===== src/rtl/core/pfq_pkg.sv =====
// Shared types, codes and constants of the strict-priority frame queue.
// Used by pfq_ctrl, pfq_dpath and priority_frame_queue_lifetime_discard.
package pfq_pkg;

  localparam int EntriesPerPrio = 64;
  localparam int PrioLevels     = 3;

  localparam logic [1:0] OP_ENQ   = 2'd0;
  localparam logic [1:0] OP_DEQ   = 2'd1;
  localparam logic [1:0] OP_PREP  = 2'd2;
  localparam logic [1:0] OP_CLEAR = 2'd3;

  localparam logic [1:0] ST_OK     = 2'd0;
  localparam logic [1:0] ST_EMPTY  = 2'd1;
  localparam logic [1:0] ST_REJECT = 2'd2;

  localparam logic [1:0] PRIO_MGMT  = 2'd0;
  localparam logic [1:0] PRIO_SIG   = 2'd1;
  localparam logic [1:0] PRIO_OTHER = 2'd2;
  localparam logic [1:0] PRIO_NONE  = 2'd3;

  localparam logic [0:0] REG_HYST   = 1'd0;
  localparam logic [0:0] REG_FORCED = 1'd1;

  localparam logic [15:0] LIFE_INFINITE = 16'hffff;
  localparam logic [10:0] DISCARD_MIN   = 11'd60;
  localparam logic [7:0]  TYPE_MASK     = 8'he0;
  localparam logic [7:0]  TYPE_UI       = 8'hc0;
  localparam logic [7:0]  FRAMES_MAX    = 8'hff;
  localparam logic [23:0] OCTETS_MAX    = 24'hffffff;

  typedef struct packed {
    logic [1:0]  opcode;
    logic [31:0] now_ms;
    logic [15:0] frame_tag;
    logic [10:0] frame_length;
    logic [7:0]  first_octet;
    logic [15:0] lifetime_csec;
    logic [1:0]  put_back_prio;
    logic [31:0] put_back_recv_ms;
    logic [31:0] put_back_expire_ms;
  } req_t;

  typedef struct packed {
    logic [1:0]  status;
    logic [1:0]  frame_prio;
    logic [15:0] out_tag;
    logic [10:0] out_length;
    logic [31:0] out_recv_ms;
    logic [31:0] out_expire_ms;
    logic [7:0]  dropped_frames;
    logic [23:0] dropped_octets;
    logic [7:0]  queued_frames;
    logic [18:0] queued_octets;
    logic [31:0] avg_delay_ms;
  } rsp_t;

  typedef struct packed {
    logic capture;
    logic exec;
    logic dq_init;
    logic dq_pop;
    logic dq_empty;
    logic dq_eval;
    logic load_out;
  } cmd_t;

  typedef struct packed {
    logic is_deq;
    logic any_queued;
    logic keep;
    logic out_free;
  } stat_t;

  function automatic logic [1:0] sapi_prio(input logic [7:0] octet);
    logic [3:0] s;
    s = octet[3:0];
    if (s == 4'd1) return PRIO_MGMT;
    if (s == 4'd2 || s == 4'd7 || s == 4'd8) return PRIO_SIG;
    return PRIO_OTHER;
  endfunction

  function automatic logic can_discard(input logic [10:0] len, input logic [7:0] octet);
    return (len > DISCARD_MIN) && (octet[3:0] != 4'd1) && ((octet & TYPE_MASK) == TYPE_UI);
  endfunction

endpackage


===== src/rtl/core/pfq_ctrl.sv =====
// Sequencer of the frame queue: steps each command through its datapath cycles.
// Depends on pfq_pkg for the command and status structs.
module pfq_ctrl (
  input  logic           clk,
  input  logic           rst,
  input  logic           req_valid,
  output logic           req_ready,
  input  pfq_pkg::stat_t stat,
  output pfq_pkg::cmd_t  cmd
);

  typedef enum logic [2:0] {S_IDLE, S_EXEC, S_PICK, S_EVAL, S_DONE} state_t;

  state_t state;
  state_t state_next;

  assign req_ready = (state == S_IDLE);

  always_comb begin
    cmd        = '0;
    state_next = state;
    unique case (state)
      S_IDLE: begin
        if (req_valid) begin
          cmd.capture = 1'b1;
          state_next  = S_EXEC;
        end
      end
      S_EXEC: begin
        if (stat.is_deq) begin
          cmd.dq_init = 1'b1;
          state_next  = S_PICK;
        end else begin
          cmd.exec   = 1'b1;
          state_next = S_DONE;
        end
      end
      S_PICK: begin
        if (stat.any_queued) begin
          cmd.dq_pop = 1'b1;
          state_next = S_EVAL;
        end else begin
          cmd.dq_empty = 1'b1;
          state_next   = S_DONE;
        end
      end
      S_EVAL: begin
        cmd.dq_eval = 1'b1;
        state_next  = stat.keep ? S_DONE : S_PICK;
      end
      S_DONE: begin
        if (stat.out_free) begin
          cmd.load_out = 1'b1;
          state_next   = S_IDLE;
        end
      end
      default: state_next = S_IDLE;
    endcase
  end

  always_ff @(posedge clk) begin
    if (rst) begin
      state <= S_IDLE;
    end else begin
      state <= state_next;
    end
  end

endmodule


===== config.mk =====
export PLATFORM = sky130hd
export DESIGN_NAME = pfq_ctrl
export DESIGN_NICKNAME = d
export VERILOG_FILES = /design/src/rtl/core/pfq_pkg.sv /design/src/rtl/core/pfq_ctrl.sv
export SDC_FILE = /design/constraint.sdc
export NUM_CORES = 1
export LEC_CHECK = 0
export ABC_AREA = 1
export BUFFER_PORTS_ARGS = -buffer_cell sky130_fd_sc_hd__buf_2
export CAP_MARGIN = 20
export CORE_AREA = 2 2 39 41
export CTS_BUF_LIST = sky130_fd_sc_hd__clkbuf_8
export DETAILED_ROUTE_END_ITERATION = 10
export DIE_AREA = 0 0 41 43
export HOLD_SLACK_MARGIN = 0.03
export SLEW_MARGIN = 15
export SYNTH_ARGS = -nofsm -noshare
export SYNTH_HDL_FRONTEND = slang
export SYNTH_SLANG_ARGS = --single-unit

===== constraint.sdc =====
create_clock -name clk -period 2.1 [get_ports clk]
set_clock_uncertainty 0.15 [all_clocks]
set_input_delay 0.42 -clock clk [delete_from_list [all_inputs] [get_ports clk]]
set_output_delay 0.42 -clock clk [all_outputs]
set_load 0.01 [all_outputs]

==> results of run 1 <==
[worst max-delay path, delay by kind of cell (launching register included)]
kind	cells	cell delay [ns]
buf+inv	3	0.26
simple gates	2	0.24
flops	1	0.33
[layout by cell type (no fill, tap or decap)]
| cell | netlist | final |
|---|---|---|
| nand3_2 | 2 | 2 |
| o211ai_1 | 1 | 1 |
| nand2_1 | 1 | 1 |
| nor3_1 | 1 | 1 |
| nor3_2 | 1 | 1 |
| nand4_1 | 4 | 4 |
| dfxtp_1 | 3 | 3 |
| o21ai_1 | 1 | 1 |
| clkbuf_8 | 0 | 3 |
| nor2_1 | 4 | 4 |
| buf_2 | 0 | 14 |
| nand3b_1 | 1 | 1 |
| nand3_1 | 3 | 3 |
| inv_1 | 10 | 11 |
| inv_2 | 4 | 4 |
| nor2_2 | 1 | 1 |
| o21bai_1 | 1 | 1 |
[cell families (layout without fill, tap and decap cells)]
kind of cell,after synthesis,after routing,synth area share
simple gates,18,18,0.4479
buf+inv,14,32,0.2187
compound gates,3,3,0.08334
flops,3,3,0.2500
[power groups by stage]
stage	Clock [mW]	Sequential (mW)	Combinational (mW)
6_report	0.161	0.0727	0.0899
5_1_grt	0.174	0.0737	0.101
4_1_cts	0.165	0.0728	0.0913
3_5_place_dp	0	0.0737	0.0909
3_3_place_gp	0	0.0729	0.0897
2_1_floorplan	0	0.0721	0.0609
[worst paths after layout]
kind | from | to | slack [ns] | depth (start not counted)
worst min register to register | state[0] | state[0] | 0.49 | 3
worst max register to register | state[2] | state[2] | 0.99 | 5
worst max-delay path | state[0] | cmd[4] | 0.48 | 5
worst min-delay path | rst | state[0] | 0.26 | 2
[per-stage QoR]
step | util | power, mW | cells | setup slack, ns
2_1_floorplan | - | 0.1330 | 38 | 0.8128
3_3_place_gp | 0.2387 | 0.1626 | 68 | 0.6460
3_5_place_dp | 0.2387 | 0.1646 | 68 | 0.6342
4_1_cts | 0.2712 | 0.3287 | 72 | 0.4689
5_1_grt | 0.2712 | 0.3485 | 72 | 0.4048
6_report | 0.2712 | 0.3236 | 72 | 0.4768
[metal layers]
metal	track usage	part of all wire	up-vias
li1	-	-	156
met1	0.05096	0.36	132
met2	0.1438	0.59	5
met3	0.03141	0.049	0
met4	0.08000	0	0
met5	0	0	-
[layout make-up]
| class | instances | area, um^2 | share of cell area |
|---|---|---|---|
| Clock buffer | 3 | 41.29 | 0.1100 |
| Timing Repair Buffer | 14 | 70.07 | 0.1867 |
| Sequential cell | 3 | 60.06 | 0.1600 |
| Clock inverter | 1 | 3.754 | 0.01000 |
| Inverter | 14 | 52.55 | 0.1400 |
| Tap cell | 16 | 20.02 | 0.05333 |
| Multi-Input combinational cell | 21 | 127.6 | 0.3400 |
==> qor.txt, run 1 <==
clock latency at the later pin of the worst-skew pair -> 0.21 ns
max reg flops -> 3
Routed Antenna Nets -> 0
leakage -> 0.2542 nW
CTS Buf Count -> 3
Die H -> 43 um
Crit Path Category -> reg -> out
fin crit period -> 1.623 ns
share of total power in the clock network -> 0.498
Main synth FF type -> dfxtp_1
share of cells above drive strength 1 -> 0.4464
clk root buf -> clkbuf_8
antenna violations before repair -> 0
vias in the first global route -> 273
Worst VDD drop -> 340.1 uV
fin crit share -> 0.7730
area leader, netlist -> dfxtp_1
drt drc -> 0
CP max stage cell -> dfxtp_1
CP Data Arrival Time -> 1.05 ns
routed len/inst -> 7.944 um
total negative setup slack -> 0 ns
Gate power share -> 0.278
GRT Total Usage -> 0.08008
clk slew on worst S/H paths -> 0.03 ns
top-area cell type share of the netlist area -> 0.2500
#FFs+latches synth -> 3
power per cell area -> 862.2 mW/mm^2
Startpoint Class -> flip-flop
CTS Sinks -> 3
area of the die -> 0.001763 mm^2
initial drt markers -> 6
nets -> 64
most frequent cell after synthesis -> inv_1
HP Class -> in -> reg
Post-synth EDFFs -> 0
Vias/cell -> 4.069
Routed WL -> 572 um
Synth-to-Final Area Change -> 56.25%
total number of vias -> 293
synthesis warning total -> 0
Largest Register -> state
drt pass-1 iters -> 2
relative slew slack -> 0.8653
Fill cells -> 161
syn avg cell area -> 6.322 um^2
Final Cell Area -> 375.4 um^2
WHS -> 0.2573 ns
Antenna diodes -> 0
asr flop ratio synth -> 0
Max Fclk -> 0.6161 GHz
grt ovf -> 0
die extent in x -> 41 um
synth top area cells -> dfxtp_1 25%, inv_1 16%, nand4_1 10%
Cell Area, Synth -> 240.2 um^2
post-CTS setup buffer count -> 0
Max Root-Sink Buffers -> 2
count of different cell masters after synthesis -> 15
Worst-Margin Slew -> 0.2012 ns
CTS tree -> yes
core box area -> 0.001384 mm^2
final hold vios -> 0
Ports -> 15
CTS Hold Buffers Added -> 0
Initial Utilization -> 0.1736
Final Max Tran Viols -> 0
CP most frequent cell -> inv_2
P_sw -> 99.15 uW
Commonest cells post-synth -> 10 x inv_1, 4 x inv_2, 4 x nand4_1, 4 x nor2_1
internal power -> 224.5 uW
largest net degree at the start of global routing -> 9
status -> finished, final reports clean
Post-CTS Resized -> 0
Seq/Total Area, Yosys -> 0.2500
worst-path maximum fanout -> 8
H-tree depth -> 1
Net Count, Synth -> 45
half-perimeter wire length after placement -> 502.8 um
Post-Syn Instances -> 38
switch share -> 0.3064
WP data required -> 1.53 ns
Setup Viol. Count Final -> 0
Final Wtd Congestion -> 0.6891
Largest stage delay, worst path -> 0.33 ns
first-pass GRT wire length -> 897 um
Flop pwr share -> 0.225
CP Capture Type -> output pin
RSZ-0062 raised after global routing -> false
Top Registers -> state x3
port bufs -> 14
floorplan row count -> 14
DP Area -> 330.3 um^2
Max-cap violations -> 0
worst path cell trace -> inv_2, nor2_2, nand3_1, inv_2, buf_2
No activity file was read; power rests on OpenSTA's default activity.
==> run 2: changes to the inputs <==
--- a/config.mk
+++ b/config.mk
@@ -5,7 +5,7 @@
 export SDC_FILE = /design/constraint.sdc
 export NUM_CORES = 1
 export LEC_CHECK = 0
-export ABC_AREA = 1
+export ABC_AREA = 0
 export BUFFER_PORTS_ARGS = -buffer_cell sky130_fd_sc_hd__buf_2
 export CAP_MARGIN = 20
 export CORE_AREA = 2 2 39 41
==> constraint.sdc (replaced) <==
create_clock -name clk -period 1.5 [get_ports clk]
set_clock_uncertainty 0.15 [all_clocks]
set_input_delay 0.3 -clock clk [delete_from_list [all_inputs] [get_ports clk]]
set_output_delay 0.3 -clock clk [all_outputs]
set_load 0.01 [all_outputs]
==> run 2 against run 1 <==
Against the previous run:
- the run now ends with negative setup slack left
- register-to-register slack got worse by 0.82 ns
- critical path type unchanged
- global-route usage about the same
- largest cell class unchanged
- combinational power shrank 40%
==> qor.txt, run 2 <==
most frequent cells in the layout -> 14 x buf_2, 3 x clkbuf_8, 3 x dfxtp_4
Max-cap violations -> 0
nets -> 47
Final Max Tran Viols -> 0
Post-synth EDFFs -> 0
Startpoint Class -> flip-flop
port bufs -> 14
Initial Utilization -> 0.1718
Routed Antenna Nets -> 0
fin crit period -> 1.500 ns
clk root buf -> clkbuf_8
drt pass-1 iters -> 1
most frequent cell after synthesis -> dfxtp_1
share of total power in the clock network -> 0.601
initial drt markers -> 0
asr flop ratio synth -> 0
CP Data Arrival Time -> 1.05 ns
CTS Buf Count -> 3
total number of vias -> 242
Vias/cell -> 4.400
CTS Hold Buffers Added -> 0
synthesis warning total -> 0
WP data required -> 1.05 ns
Net Count, Synth -> 30
syn avg cell area -> 10.34 um^2
#FFs+latches synth -> 3
GRT Total Usage -> 0.08024
core box area -> 0.001384 mm^2
share of cells above drive strength 1 -> 0.6667
die extent in x -> 41 um
Synth-to-Final Area Change -> 65.26%
antenna violations before repair -> 0
half-perimeter wire length after placement -> 428.8 um
floorplan row count -> 14
H-tree depth -> 1
area leader, netlist -> dfxtp_1
Final Cell Area -> 392.9 um^2
largest net degree at the start of global routing -> 12
Flop pwr share -> 0.258
Max Fclk -> 0.6666 GHz
Final Wtd Congestion -> 0.7135
clock latency at the later pin of the worst-skew pair -> 0.22 ns
commonest non-fill, non-tap cell in the layout -> buf_2
switch share -> 0.2478
max reg flops -> 3
Worst-Margin Slew -> 0.2473 ns
Largest Register -> state
Top Registers -> state x3
pre-CTS WS -> 0.04913 ns
WHS -> 0.1033 ns
Layout Utilization -> 0.2839
routed len/inst -> 11.24 um
Ports -> 15
DP Area -> 306.5 um^2
CTS Sinks -> 3
clk slew on worst S/H paths -> 0.03 ns
Max Root-Sink Buffers -> 2
vias in the first global route -> 224
drt drc -> 0
CP Capture Type -> output pin
Crit Path Category -> reg -> out
relative slew slack -> 0.8328
top-area cell type share of the netlist area -> 0.2526
Gate power share -> 0.141
Die H -> 43 um
status -> finished, violations left
power per cell area -> 980.9 mW/mm^2
leakage -> 0.1798 nW
RSZ-0062 raised after global routing -> true
violated checks -> negative setup slack
Antenna diodes -> 0
CTS tree -> yes
P_sw -> 95.51 uW
synth top area cells -> dfxtp_1 25%, nor4b_2 13%, and4bb_1 11%
worst setup margin -> -0.0001140 ns
dpl cells -> 50
area of the die -> 0.001763 mm^2
Routed WL -> 618 um
Post-Syn Instances -> 23
grt ovf -> 0
Commonest cells post-synth -> 3 x dfxtp_1, 2 x and4bb_1, 2 x buf_2, 2 x nor3_1, 2 x nor4b_2
first-pass GRT wire length -> 890 um
Main synth FF type -> dfxtp_1
Worst VDD drop -> 267.6 uV
Cell Area, Synth -> 237.7 um^2
Finished Layout Cells -> 55
Setup Viol. Count Final -> 1
Seq/Total Area, Yosys -> 0.2526
count of different cell masters after synthesis -> 17
fin crit share -> 1.000
HP Class -> in -> reg
final hold vios -> 0
worst-path maximum fanout -> 11
internal power -> 289.9 uW
==> run 2: changes by cell type after synthesis, sizes merged, moves of 3 or more <==
cell and change:
inv -13, nand3 -5, nor2 -5, nand4 -4, and4bb +3, buf +3, nor4b +3
==> run 2: area by class of cell <==
cell class	count	area [um^2]
inverter	1	3.754
sequential	3	71.32
fill	147	991.0
tap	16	20.02
timing repair buffer	15	77.57
clock inverter	1	3.754
multi-input combinational	16	175.2
clock buffer	3	41.29
==> run 2: path summary, 6_finish.rpt <==
check / startpoint / to / slack [ns] / depth (start not counted)
setup / recovery: state[0] / cmd[6] / -0.0001 / 3
setup reg to reg: state[1] / state[2] / 0.17 / 3
hold reg to reg: state[0] / state[0] / 0.37 / 1
hold / removal: rst / state[0] / 0.10 / 2
==> run 2: critical path: stages, from the launching register on <==
cell     delay, ns
dfxtp_4       0.37
nor3_2        0.19
and2_1        0.14
buf_2         0.12
==> run 2: cells by family (layout without fill, tap and decap cells) <==
family                 count (synthesis)  in the layout  share of synthesized area
AO/OA/AOI/OAI                          2              2                    0.08421
flip-flops                             3              3                     0.2526
multiplexers                           1              1                    0.04211
AND/OR/NAND/NOR                       13             13                     0.5158
buffers and inverters                  4             20                     0.1052
==> run 2: repair_timing <==
| action | 4_1_cts | 5_1_grt |
|---|---|---|
| endpoints found under the setup margin | 7 | 6 |
| gates resized for setup | 6 | 3 |
| buffers inserted | 0 | 1 |
| pin swaps | 1 | 2 |
==> run 2: power by group through the flow <==
stage                     logic, mW  clock network (mW)  registers [mW]
after CTS                    0.0518               0.236          0.0977
after global placement       0.0496                   0          0.0979
after floorplan              0.0396                   0          0.0881
final                        0.0543               0.231          0.0996
after detailed placement     0.0492                   0          0.0985
after global routing         0.0586               0.242           0.101
==> run 2: metrics by stage <==
step | power, mW | TNS [ns]
after floorplan | 0.1277 | 0
after global placement | 0.1475 | 0
after detailed placement | 0.1477 | 0
after CTS | 0.3852 | -0.1155
after global routing | 0.4025 | -0.2073
final | 0.3854 | -0.0001140
==> run 2: per-layer routing <==
layer	share of wire	global-route usage
met1	0.47	0.1058
met2	0.41	0.08750
met3	0.076	0.02094
met4	0.036	0.1000
met5	0	0
